<file path="src/hdl/wcre_pkg.sv">
`timescale 1ns / 1ps
// Shared widths, constants and controller/datapath interface types.
package wcre_pkg;

   localparam int ALT_W      = 18;     // altitude sample, signed feet
   localparam int MS_W       = 10;     // millisecond field
   localparam int RATE_W     = 18;     // climb rate result, signed ft/min
   localparam int MS_MOD     = 1000;   // timestamp wraps at one second
   localparam int RATE_SCALE = 60000;  // ms per minute
   localparam int CHG_W      = ALT_W + 1;
   localparam int PROD_W     = CHG_W + 16;    // change * 60000, signed
   localparam int MAG_W      = PROD_W - 1;    // magnitude of the product
   localparam int HI_W       = MAG_W - RATE_W;
   localparam int STEP_W     = $clog2(RATE_W);

   localparam logic signed [RATE_W-1:0] RATE_MAX = {1'b0, {(RATE_W-1){1'b1}}};
   localparam logic signed [RATE_W-1:0] RATE_MIN = {1'b1, {(RATE_W-1){1'b0}}};

   typedef struct packed {
      logic load_in;      // capture the input transfer
      logic store;        // write sample, update running sum, read oldest
      logic take_change;  // altitude change, read next-oldest
      logic mul_drop;     // scale the change, retire the oldest sample
      logic prep;         // zero / saturation checks, divider set-up
      logic div_step;     // one quotient bit
      logic finish;       // apply sign and clamp
      logic out_load;     // move result into the output register
   } ctl_cmd_type;

   typedef struct packed {
      logic window_full;   // window already holds WINDOW-1 samples
      logic elapsed_zero;
      logic too_big;       // quotient would not fit in RATE_W bits
      logic out_free;      // output register can take a new result
   } dp_status_type;

endpackage

</file>
<file path="src/hdl/wcre_ctl.sv">
`timescale 1ns / 1ps
// Sequencing state machine for the climb-rate estimator.
module wcre_ctl import wcre_pkg::*; (
   input  logic          clock,
   input  logic          reset,
   input  logic          req_valid,
   output logic          req_stall,
   input  dp_status_type status,
   output ctl_cmd_type   cmd
);

   typedef enum logic [2:0] {
      ST_IDLE, ST_STORE, ST_RD_OLD, ST_MUL, ST_PREP, ST_DIV, ST_FIN, ST_OUT
   } state_type;

   state_type         state_ff;
   logic [STEP_W-1:0] step_ff;

   always_ff @(posedge clock) begin
      if (reset) begin
         state_ff <= ST_IDLE;
         step_ff  <= '0;
      end else begin
         case (state_ff)
            ST_IDLE: begin
               if (req_valid) state_ff <= ST_STORE;
            end
            ST_STORE: begin
               state_ff <= status.window_full ? ST_RD_OLD : ST_OUT;
            end
            ST_RD_OLD: state_ff <= ST_MUL;
            ST_MUL:    state_ff <= ST_PREP;
            ST_PREP: begin
               step_ff <= STEP_W'(RATE_W - 1);
               if (status.elapsed_zero || status.too_big) begin
                  state_ff <= ST_OUT;
               end else begin
                  state_ff <= ST_DIV;
               end
            end
            ST_DIV: begin
               step_ff <= step_ff - 1'b1;
               if (step_ff == '0) state_ff <= ST_FIN;
            end
            ST_FIN: state_ff <= ST_OUT;
            ST_OUT: begin
               if (status.out_free) state_ff <= ST_IDLE;
            end
            default: state_ff <= ST_IDLE;
         endcase
      end
   end

   assign req_stall = (state_ff != ST_IDLE);

   always_comb begin
      cmd             = '0;
      cmd.load_in     = (state_ff == ST_IDLE) && req_valid;
      cmd.store       = (state_ff == ST_STORE);
      cmd.take_change = (state_ff == ST_RD_OLD);
      cmd.mul_drop    = (state_ff == ST_MUL);
      cmd.prep        = (state_ff == ST_PREP);
      cmd.div_step    = (state_ff == ST_DIV);
      cmd.finish      = (state_ff == ST_FIN);
      cmd.out_load    = (state_ff == ST_OUT) && status.out_free;
   end

endmodule

</file>
<file path="src/hdl/wcre_dp.sv">
`timescale 1ns / 1ps
// Datapath: sample ring, running elapsed sum, scaling multiplier, serial divider.
module wcre_dp import wcre_pkg::*; #(
   parameter int WINDOW = 50
) (
   input  logic                     clock,
   input  logic                     reset,
   input  logic signed [ALT_W-1:0]  req_altitude_ft,
   input  logic        [MS_W-1:0]   req_millis,
   input  logic                     rsp_stall,
   input  ctl_cmd_type              cmd,
   output dp_status_type            status,
   output logic                     rsp_valid,
   output logic signed [RATE_W-1:0] rsp_climb_rate_fpm,
   output logic                     rsp_window_full
);

   localparam int IDX_W  = $clog2(WINDOW);
   localparam int ELAP_W = $clog2((WINDOW - 1) * (MS_MOD - 1) + 1);
   localparam int REM_W  = ((ELAP_W > HI_W) ? ELAP_W : HI_W) + 1;
   localparam int WORD_W = ALT_W + MS_W;
   localparam logic [IDX_W-1:0]         LAST_IDX = IDX_W'(WINDOW - 1);
   localparam logic signed [MS_W+1:0]   MOD_S    = (MS_W + 2)'(MS_MOD);
   localparam logic signed [PROD_W-1:0] SCALE_S  = PROD_W'(RATE_SCALE);

   // ring word: altitude, then time step from the previous sample
   logic [WORD_W-1:0] mem [WINDOW];

   logic signed [ALT_W-1:0]  alt_in_ff;
   logic [MS_W-1:0]          ms_in_ff;
   logic [MS_W-1:0]          last_ms_ff;
   logic [IDX_W-1:0]         wr_ptr_ff;
   logic [IDX_W-1:0]         oldest_ff;
   logic [IDX_W-1:0]         fill_ff;
   logic [ELAP_W-1:0]        sum_ff;
   logic [ELAP_W-1:0]        elapsed_ff;
   logic [WORD_W-1:0]        rd_data_ff;
   logic signed [CHG_W-1:0]  change_ff;
   logic signed [PROD_W-1:0] prod_ff;
   logic [REM_W-1:0]         rem_ff;
   logic [RATE_W-1:0]        quot_ff;
   logic [RATE_W-1:0]        lo_ff;
   logic                     neg_ff;
   logic signed [RATE_W-1:0] res_rate_ff;
   logic                     res_full_ff;
   logic                     rsp_valid_ff;
   logic signed [RATE_W-1:0] rsp_rate_ff;
   logic                     rsp_full_ff;

   logic signed [MS_W+1:0]   diff_raw;
   logic signed [MS_W+1:0]   diff_mod;
   logic [MS_W-1:0]          diff;
   logic [ELAP_W-1:0]        sum_add;
   logic                     is_full;
   logic [IDX_W-1:0]         wr_next;
   logic [IDX_W-1:0]         oldest_next;
   logic [IDX_W-1:0]         rd_addr;
   logic signed [ALT_W-1:0]  rd_alt;
   logic [MS_W-1:0]          rd_diff;
   logic [MAG_W-1:0]         mag;
   logic [REM_W-1:0]         elapsed_ext;
   logic [REM_W-1:0]         trial;
   logic                     fits;
   logic signed [RATE_W-1:0] sat_rate;
   logic signed [RATE_W-1:0] fin_rate;

   // time step modulo one second, kept non-negative
   always_comb begin
      diff_raw = $signed({2'b00, ms_in_ff}) - $signed({2'b00, last_ms_ff});
      diff_mod = diff_raw;
      if (diff_raw < 0) begin
         diff_mod = diff_raw + MOD_S;
         if (diff_mod < 0) diff_mod = diff_mod + MOD_S;
      end else if (diff_raw >= MOD_S) begin
         diff_mod = diff_raw - MOD_S;
      end
      diff = diff_mod[MS_W-1:0];
   end

   assign sum_add     = sum_ff + ELAP_W'(diff);
   assign is_full     = (fill_ff == LAST_IDX);
   assign wr_next     = (wr_ptr_ff == LAST_IDX) ? '0 : wr_ptr_ff + 1'b1;
   assign oldest_next = (oldest_ff == LAST_IDX) ? '0 : oldest_ff + 1'b1;
   assign rd_addr     = cmd.store ? oldest_ff : oldest_next;
   assign rd_alt      = $signed(rd_data_ff[WORD_W-1:MS_W]);
   assign rd_diff     = rd_data_ff[MS_W-1:0];

   assign mag         = prod_ff[PROD_W-1] ? MAG_W'(-prod_ff) : MAG_W'(prod_ff);
   assign elapsed_ext = REM_W'(elapsed_ff);
   assign trial       = {rem_ff[REM_W-2:0], lo_ff[RATE_W-1]};
   assign fits        = (trial >= elapsed_ext);
   assign sat_rate    = prod_ff[PROD_W-1] ? RATE_MIN : RATE_MAX;

   always_comb begin
      if (quot_ff[RATE_W-1]) begin
         fin_rate = neg_ff ? RATE_MIN : RATE_MAX;
      end else if (neg_ff) begin
         fin_rate = -$signed(quot_ff);
      end else begin
         fin_rate = $signed(quot_ff);
      end
   end

   always_comb begin
      status              = '0;
      status.window_full  = is_full;
      status.elapsed_zero = (elapsed_ff == '0);
      status.too_big      = (REM_W'(mag[MAG_W-1:RATE_W]) >= elapsed_ext);
      status.out_free     = !rsp_valid_ff || !rsp_stall;
   end

   always_ff @(posedge clock) begin
      if (cmd.store) mem[wr_ptr_ff] <= {alt_in_ff, diff};
      rd_data_ff <= mem[rd_addr];
   end

   // ring control and output handshake
   always_ff @(posedge clock) begin
      if (reset) begin
         wr_ptr_ff    <= '0;
         oldest_ff    <= '0;
         fill_ff      <= '0;
         sum_ff       <= '0;
         rsp_valid_ff <= 1'b0;
      end else begin
         if (cmd.store) begin
            wr_ptr_ff <= wr_next;
            if (fill_ff != '0) sum_ff <= sum_add;
            if (!is_full) fill_ff <= fill_ff + 1'b1;
         end
         if (cmd.mul_drop) begin
            sum_ff    <= sum_ff - ELAP_W'(rd_diff);
            oldest_ff <= oldest_next;
         end
         if (cmd.out_load) begin
            rsp_valid_ff <= 1'b1;
         end else if (!rsp_stall) begin
            rsp_valid_ff <= 1'b0;
         end
      end
   end

   // payload
   always_ff @(posedge clock) begin
      if (cmd.load_in) begin
         alt_in_ff <= req_altitude_ft;
         ms_in_ff  <= req_millis;
      end
      if (cmd.store) begin
         last_ms_ff <= ms_in_ff;
         elapsed_ff <= sum_add;
         if (!is_full) begin
            res_rate_ff <= '0;
            res_full_ff <= 1'b0;
         end
      end
      if (cmd.take_change) change_ff <= CHG_W'(alt_in_ff) - CHG_W'(rd_alt);
      if (cmd.mul_drop) prod_ff <= change_ff * SCALE_S;
      if (cmd.prep) begin
         neg_ff  <= prod_ff[PROD_W-1];
         rem_ff  <= REM_W'(mag[MAG_W-1:RATE_W]);
         lo_ff   <= mag[RATE_W-1:0];
         quot_ff <= '0;
         res_full_ff <= 1'b1;
         if (status.elapsed_zero) begin
            res_rate_ff <= '0;
         end else if (status.too_big) begin
            res_rate_ff <= sat_rate;
         end
      end
      if (cmd.div_step) begin
         rem_ff  <= fits ? trial - elapsed_ext : trial;
         quot_ff <= {quot_ff[RATE_W-2:0], fits};
         lo_ff   <= {lo_ff[RATE_W-2:0], 1'b0};
      end
      if (cmd.finish) res_rate_ff <= fin_rate;
      if (cmd.out_load) begin
         rsp_rate_ff <= res_rate_ff;
         rsp_full_ff <= res_full_ff;
      end
   end

   assign rsp_valid          = rsp_valid_ff;
   assign rsp_climb_rate_fpm = rsp_rate_ff;
   assign rsp_window_full    = rsp_full_ff;

endmodule

</file>
<file path="src/hdl/windowed_climb_rate_estimator.sv">
`timescale 1ns / 1ps
// Top level of the windowed climb-rate estimator.
//
// Takes altitude samples (whole feet) with their millisecond-of-second stamp
// and keeps the last WINDOW of them in a ring memory. Until the window is full
// every result is zero with window_full low; after that each sample gives the
// climb rate in ft/min over the window, 60000 * (newest - oldest) / elapsed ms,
// truncated toward zero and clamped to 18 bits signed (zero if no time has
// passed). Elapsed time is a running sum of per-sample steps (each taken modulo
// 1000), so nothing is rescanned per sample. One sample is in flight at a time.
// While the window fills, the result goes through the store and output states
// to the output register. Once full it also passes the read, scale and check
// states, then the one-bit-per-cycle restoring divider and the sign step;
// with no elapsed time or a quotient out of range the divider is skipped.
// The next request transfer can be taken in the cycle after the output load.
// Results sit in an output register, so the next request transfer
// is taken while an earlier result still waits on rsp_stall; a result that
// finds the register still occupied waits there and holds off the input.
// The sample ring needs no clearing after reset: slots are only read once
// written.
module windowed_climb_rate_estimator import wcre_pkg::*; #(
   parameter int WINDOW = 50
) (
   input  logic                     clock,
   input  logic                     reset,
   input  logic                     req_valid,
   output logic                     req_stall,
   input  logic signed [ALT_W-1:0]  req_altitude_ft,
   input  logic        [MS_W-1:0]   req_millis,
   output logic                     rsp_valid,
   input  logic                     rsp_stall,
   output logic signed [RATE_W-1:0] rsp_climb_rate_fpm,
   output logic                     rsp_window_full
);

   ctl_cmd_type   cmd;     // controller -> datapath
   dp_status_type status;  // datapath -> controller

   // sequencing: store, read oldest, scale, checks, divide, sign, output
   wcre_ctl u_ctl (
      .clock     (clock),
      .reset     (reset),
      .req_valid (req_valid),
      .req_stall (req_stall),
      .status    (status),
      .cmd       (cmd)
   );

   // ring, elapsed sum, multiplier, divider and output register
   wcre_dp #(
      .WINDOW (WINDOW)
   ) u_dp (
      .clock              (clock),
      .reset              (reset),
      .req_altitude_ft    (req_altitude_ft),
      .req_millis         (req_millis),
      .rsp_stall          (rsp_stall),
      .cmd                (cmd),
      .status             (status),
      .rsp_valid          (rsp_valid),
      .rsp_climb_rate_fpm (rsp_climb_rate_fpm),
      .rsp_window_full    (rsp_window_full)
   );

endmodule

</file>
<file path="config.mk">
export PLATFORM = sky130hd
export DESIGN_NAME = windowed_climb_rate_estimator
export DESIGN_NICKNAME = d
export VERILOG_FILES = /design/src/hdl/wcre_pkg.sv /design/src/hdl/wcre_ctl.sv /design/src/hdl/wcre_dp.sv /design/src/hdl/windowed_climb_rate_estimator.sv
export SDC_FILE = /design/constraint.sdc
export NUM_CORES = 2
export LEC_CHECK = 0
export BUFFER_PORTS_ARGS = -buffer_cell sky130_fd_sc_hd__buf_2
export CORE_MARGIN = 2
export CORE_UTILIZATION = 60
export CTS_CLUSTER_SIZE = 25
export DETAILED_ROUTE_END_ITERATION = 8
export PLACE_DENSITY_LB_ADDON = 0.1
export SLEW_MARGIN = 40
export SYNTH_ARGS = -nofsm -noshare
export SYNTH_HDL_FRONTEND = slang
export SYNTH_SLANG_ARGS = --single-unit
</file>
<file path="constraint.sdc">
create_clock -name clock -period 7.8 [get_ports clock]
set_clock_uncertainty 0.15 [all_clocks]
set_input_delay 0.39 -clock clock [delete_from_list [all_inputs] [get_ports clock]]
set_output_delay 0.39 -clock clock [all_outputs]
set_load 0.02 [all_outputs]
</file>
### Word-level counts from Yosys, hierarchy flattened

Memory sizes are Yosys's and may differ from the RTL's. A register that Yosys moved wholly into a read port is not among the register bits.
Index checks and enable logic that the tools add are counted.

| operators by class | value |
|---|---|
| add/subtract/negate cells | 14 |
| multipliers | 1 |
| divide/modulo/power cells | 0 |
| magnitude comparators | 5 |
| equal/unequal tests | 14 |
| shift operators | 0 |
| multiplexer cells | 38 |
| bitwise operators | 1 |
| reductions and logical operators | 17 |

Operators with widths:

| operator | count |
|---|---|
| two-way mux 18 bit | 14 |
| two-way mux 16 bit | 6 |
| two-way mux 34 bit | 1 |
| negation 34 bit | 1 |
| multiplier 19 x 12 -> 30 bit, second input constant | 1 |
| two-way mux 10 bit | 3 |
| one-hot mux 3 bit (8 select lines) | 1 |
| subtractor 18 x 18 -> 19 bit | 1 |
| adder 6 x 1 -> 6 bit, second input constant | 3 |
| == test 6 bit, second input constant | 3 |
| two-way mux 6 bit | 3 |
| negation 18 bit | 1 |
| greater-or-equal comparator 17 x 16 -> 1 bit | 1 |
| adder 16 x 10 -> 16 bit | 1 |
| greater-or-equal comparator 16 bit | 1 |
| logical NOT 16 bit | 1 |
| subtractor 16 x 10 -> 16 bit | 1 |
| subtractor 16 bit | 1 |
| adder 11 x 11 -> 12 bit, second input constant | 1 |
| == test 3 bit, second input constant | 4 |
| < comparator 12 x 1 -> 1 bit, second input constant | 1 |
| two-way mux 3 bit | 4 |
| greater-or-equal comparator 11 bit, second input constant | 1 |
| < comparator 11 x 1 -> 1 bit, second input constant | 1 |
| other kinds (22) | 34 |

| storage, ports and cells | value |
|---|---|
| flip-flop bits (word level) | 237 |
| latch bits | 0 |
| memory bits (writable) | 1,400 |
| memory bits (read-only) | 0 |
| bits of input ports | 32 |
| output and inout port bits | 21 |
| logic and storage cells | 113 |
| memories | 1 |

Memory list:

| memory | depth | width | read ports | clocked after Yosys merged registers in | write ports | RTL line | source |
|---|---|---|---|---|---|---|---|
| u_dp.mem | 50 | 28 | 1 | 1 | 1 | wcre_dp.sv:27 | `logic [WORD_W-1:0] mem [WINDOW];` |

### Logic depth before layout (Yosys ltp)

| logic depth | value |
|---|---|
| word-level depth | 9 |
| mapped depth | 21 |
| depth with buffers taken out | 21 |

### Modules after synthesis

From an unflattened synthesis, not the netlist that was laid out.

| unflattened totals | value |
|---|---|
| cells, all modules | 5,760 |
| area, all modules | 73,589.3 µm² |

By module, submodules not included:

| module | times used | cells an instance | area each (µm²) | sequential area each (µm²) |
|---|---|---|---|---|
| wcre_dp | 1 | 5,695 | 73,076.3 | 48,786.8 |
| wcre_ctl | 1 | 65 | 513.0 | 160.2 |

### Worst setup path after synthesis

OpenSTA, ideal clock, no wires.

| timing | value |
|---|---|
| path kind | register -> register |
| from | register u_dp.last_ms_ff[0] |
| to | register u_dp.sum_ff[14] |
| setup time | 0.121 ns |
| arrival | 6.692 ns |
| data required time | 7.529 ns |
| path slack | 0.837 ns |
| cell stages (with the launch flop) | 17 |
| path buffers | 0 |
| period minus slack after synthesis | 6.963 ns |
| cell sequence | edfxtp_1 -> ha_1 -> fa_1 -> xnor2_1 -> or4_1 -> a211oi_2 -> mux2_2 -> mux2i_1 -> ha_1 -> inv_1 -> o21bai_1 -> a2111oi_0 -> o31ai_1 -> nand4_1 -> nor2_1 -> a31oi_1 -> mux2_2 |

| on the way | value |
|---|---|
| word-level cells in the longest chain between the ends | 9 |
| elaborated cells on any way between the ends | 14 |
| those cells by class | add/sub: 5; order compare: 3; mux: 6 |

RTL lines:

| item | RTL line | source |
|---|---|---|
| start, declared | wcre_dp.sv:31 | `logic [MS_W-1:0] last_ms_ff;` |
| start signal, assigned | wcre_dp.sv:150 | `last_ms_ff <= ms_in_ff;` |
| subtractor 10 x 10 -> 11 bit * | wcre_dp.sv:69 | `diff_raw = $signed({2'b00, ms_in_ff}) - $signed({2'b00, last_ms_ff});` |
| adder 11 x 11 -> 12 bit | wcre_dp.sv:72 | `diff_mod = diff_raw + MOD_S;` |
| adder 10 x 6 -> 10 bit / < comparator 12 x 1 -> 1 bit (equally long branches) | wcre_dp.sv:73 | `if (diff_mod < 0) diff_mod = diff_mod + MOD_S;` |
| two-way mux 10 bit | wcre_dp.sv:73 |  |
| two-way mux 10 bit * | wcre_dp.sv:71 | `if (diff_raw < 0) begin` |
| named net u_dp.diff_mod[2] | wcre_dp.sv:51 | `logic signed [MS_W+1:0] diff_mod;` |
| adder 16 x 10 -> 16 bit * | wcre_dp.sv:80 | `assign sum_add = sum_ff + ELAP_W'(diff);` |
| two-way mux 16 bit * | wcre_dp.sv:128 | `if (fill_ff != '0) sum_ff <= sum_add;` |
| two-way mux 16 bit * | wcre_dp.sv:126 | `if (cmd.store) begin` |
| two-way mux 16 bit * | wcre_dp.sv:131 | `if (cmd.mul_drop) begin` |
| end signal, assigned | wcre_dp.sv:128 |  |
| end signal, assigned | wcre_dp.sv:132 | `sum_ff <= sum_ff - ELAP_W'(rd_diff);` |
| end, declared | wcre_dp.sv:35 | `logic [ELAP_W-1:0] sum_ff;` |

The timed path passes the listed nets; every way through them passes the cells marked *. The select of a mux whose other input is x is not followed.
A chain may end at the register's enable or synchronous reset.

### Worst setup path in the final report

Same ends and word-level chain as after synthesis.

==> run summary <==
The max-slew violation total from the final report came out at 0. The count of inserted antenna diode cells is 0. The final design utilization came out at 68.0%.

The number of buffer cells added on primary ports came out at 52. The vertical die dimension is 351 um. The worst setup path is captured at a flop. The worst slew margin relative to its limit came out at 34.6%.

By area the synthesized netlist is led by edfxtp_1, mux4_2, ha_1. The kind of launch point of the worst setup path is a flop. The number of instances in the synthesized netlist is 4607. The number of failing hold endpoints at the final stage came out at 0. Combinational logic burns 41.7% of the power. The fraction of synthesis flops using an asynchronous set or reset pin came out at 0%.

The number of buffers on the longest clock path is 3. The met2 wire length is 88600 um. The routed layout has 41.7k vias.

The maximum clock frequency came out at 162 MHz. The multi-input gate area in the final layout came out at 0.0218 mm2. The share of the yosys chip area belonging to registers is 67.9%.

The number of nets in the synthesized netlist is 4933. In this run, the clock network consumes 23.3% of the power. The effective utilization at floorplan came out at 60.3%. The count of unresolved DRC violations after routing came out at 0. Traced cell by cell, the critical path runs through ha_1, fa_1, nand2b_1, a21oi_1, o21a_1, o21ba_2, a31oi_2, or4_1, a211oi_2, a21oi_1, xnor2_2, ha_1, a21oi_1, o21bai_1, a2111oi_0, o31ai_1, nand4_1, nor2_1, a31oi_1, mux2_2. The area growth from synthesis to layout came out at 12.7%. In the synthesized netlist, the cells that appear most often are edfxtp_1, nand2_1, inv_1. The detailed router used layers up to and including met4. The number of flip-flops and latches in the synthesized netlist came out at 1660. The count of nets after finishing came out at 5113. Averaged over all synthesized cells, the footprint is 15.7 um2. The most numerous cell type found on the critical path is a21oi_1.

The combined area of all synthesized cells is 0.0721 mm2. The share of total power in sequential cells is 35.0%. The number of buffers added by the clock tree synthesis step is 165. VDD sags by at most 0.000843 V. Power spread over the standard cell area amounts to 422 mW/mm2.

The switching power total is 12000 uW. The average via count per standard cell came out at 6.38. The final clock period utilization by the worst path came out at 79.1%.

The buffer cell driving the clock tree root is clkbuf_16. After clock tree synthesis, the repair step resized 0 gates. In this run the static leakage power is 0.0280 uW. On the critical path, the stage with the largest delay is an instance of or4_1. The tree built by TritonCTS fans out to 1660 sinks. The category of the most critical setup path is reg -> reg. The die footprint came out at 0.123 mm2. Post-CTS timing repair inserted 0 buffers for setup.

The first global-routing pass estimated 269000 um of wire. The amount of wire on met3 after detailed routing came out at 17000 um. The most common flop cell mapped by yosys is edfxtp_1. TritonCTS built the clock tree.

The shortest clock period the worst path allows after layout is 6.17 ns. The largest fanout on the critical path came out at 12. The average routed wire per standard cell is 28.1 um. The final-layout fill cell count came out at 8099. The total number of H-tree levels is 4. The remaining antenna violation count is 0. The routed length on met1 came out at 70500 um. The initialized floorplan defines 127 standard-cell rows.

The distinct cell type count after synthesis came out at 87. Of the post-synthesis cell area, the dominant cell type holds 65.4%. The data arrival time of the worst path came out at 6.70 ns. The number of DRC markers in iteration 0 came out at 5236.

Global routing finished with a remaining overflow of 0. The number of global-route vias before repair is 40.9k. The total half-perimeter wirelength after legalization and detailed placement is 108000 um. The worst-margin pin slew came out at 0.977 ns.

The count of flip-flops with a built-in enable after synthesis is 1570. The top cell type by total area after synthesis is edfxtp_1. The total wirelength of the detailed-routed design is 184000 um. The core region area is 0.119 mm2. The later-pin clock latency in the skew report is 0.81 ns. The tightest min-delay check is of the in -> reg type. The flow ran to the end, and the final reports show no timing, DRC or antenna violations. The cell internal power dissipation is 22200 uW. The switching share of power came out at 35.1%. The most repeated cell in the gate-level netlist after synthesis is edfxtp_1.

The final RePlAce weighted congestion is 0.859. 53 I/O pins were placed. The share of cells above drive strength 1 came out at 16.2%. The overall routing resource usage is 30.4%.

The family with the most delay on the worst path is compound AO/OA/AOI/OAI gates. The die boundary width came out at 351 um. Setup violations remaining at the end of the flow were counted as 0. The post-CTS clock slew at the launch and capture registers of the worst setup and hold paths is 0.06 ns. The number of antenna violations at the first check in global routing came out at 6. The total of warnings raised by yosys is 0. The number of buffer and inverter stages on the critical path is 0. STA puts the critical path data required time at 8.32 ns. The first-pass iteration count of the detailed router is 6.

For this run, the slowest stage of the critical path takes 0.68 ns. The register area is 0.0489 mm2. The largest net degree at the start of global routing is 163. Across the run, the number of max-cap violations was 0. The final sum of negative setup slack came out at 0 ns. Setup repair after global routing left no endpoint under its margin.
-- cell usage in the layout (no fill, tap or decap), types with 19 or more instances in the layout --
| cell type | count |
|---|---|
| clkinv_1 | 26 |
| a211o_1 | 20 |
| a22oi_1 | 100 |
| xnor2_1 | 76 |
| clkbuf_1 | 47 |
| clkbuf_16 | 165 |
| buf_4 | 117 |
| mux4_2 | 253 |
| o22ai_1 | 22 |
| inv_1 | 272 |
| o211ai_1 | 30 |
| clkinv_2 | 20 |
| nor2_1 | 180 |
| a311oi_1 | 24 |
| nor3_1 | 40 |
| nand2_1 | 434 |
| ha_1 | 202 |
| nand3_1 | 102 |
| nor2b_1 | 26 |
| a31oi_1 | 82 |
| xor2_1 | 39 |
| buf_2 | 53 |
| o21ai_0 | 67 |
| edfxtp_1 | 1570 |
| a21oi_1 | 153 |
| and3_1 | 89 |
| fa_1 | 92 |
| or3_1 | 20 |
| dfxtp_1 | 89 |
| a211oi_1 | 19 |
| a21o_1 | 30 |
| nor2_4 | 52 |
| mux2i_1 | 28 |
| dlygate4sd3_1 | 32 |
-- path summary, 6_finish.rpt --
path / start / end / slack (ns) / cells past startpoint
worst max register to register: u_dp.last_ms_ff[0]$_DFFE_PP_ / u_dp.sum_ff[14]$_SDFFE_PP0P_ / 1.63 / 20
worst min register to register: u_dp.res_rate_ff[9]$_DFF_P_ / u_dp.rsp_climb_rate_fpm[9]$_DFFE_PP_ / 0.29 / 0
worst min-delay path: req_altitude_ft[3] / u_dp.alt_in_ff[3]$_DFFE_PP_ / 0.14 / 2
worst max-delay path: u_dp.last_ms_ff[0]$_DFFE_PP_ / u_dp.sum_ff[14]$_SDFFE_PP0P_ / 1.63 / 20
-- sequential cells by signal, indices dropped and copies added, names as in the netlist, 10 cells and up --
register / cells
u_dp.rsp_climb_rate_fpm: 18
u_dp.mem: 1400
u_dp.lo_ff: 13
u_dp.change_ff: 19
u_dp.elapsed_ff: 16
u_dp.rem_ff: 16
u_dp.rd_data_ff: 28
u_dp.quot_ff: 18
u_dp.prod_ff: 30
u_dp.last_ms_ff: 10
u_dp.res_rate_ff: 18
u_dp.ms_in_ff: 10
u_dp.sum_ff: 16
u_dp.alt_in_ff: 18
-- per-stage QoR --
stage,power [uW],hold slack (ns),instance area [um2],std cells,setup slack (ns)
6_report,34300,0.144,81300,6536,1.63
5_1_grt,36500,0.110,81300,6536,1.29
4_1_cts,34400,0.0902,81200,6533,1.69
3_5_place_dp,26400,0.268,75400,6197,1.76
3_3_place_gp,26200,0.266,75000,6181,1.73
2_1_floorplan,22800,0.259,72100,4607,0.837
-- timing repair --
action / in CTS / in global routing
hold endpoints to repair: 72 / 0
hold buffers: 32 / 0
endpoints found under the setup margin: 0 / 0
-- power groups by stage --
stage / Combinational, uW / Clock (uW) / Sequential, uW
floorplan: 10700 / 0 / 12100
global placement: 14000 / 0 / 12200
detailed placement: 14200 / 0 / 12200
CTS: 14300 / 8080 / 12000
global route: 16100 / 8420 / 12000
finish: 14300 / 7980 / 12000
-- logic make-up (layout without fill, tap and decap cells) --
kind of cell,count (synthesis),count (layout),synth area share (%)
AOI/OAI and AO/OA,709,709,6.76
and+or+nand+nor,1041,1041,6.58
muxes,294,294,8.49
buffers and inverters,491,808,2.80
DFF,1660,1660,67.9
xor gates and xnor gates,118,118,1.43
adders and majority gates,294,294,6.06
-- area by class of cell --
class	count	area share [%]
clock buffers	225	5.52
clock inverters	79	1.21
inverters	275	1.27
multi-input cells	2456	26.8
flip-flops and latches	1660	60.2
well taps	1612	2.48
repair buffers	229	2.46
-- metal layers --
metal  GRT usage, %  vias to the layer above
met5              0                        -
met4           12.3                        0
met3           5.10                      390
met2           49.2                     2093
met1           41.4                    21100
li1               -                    18100
No activity file was read; power rests on OpenSTA's default activity.
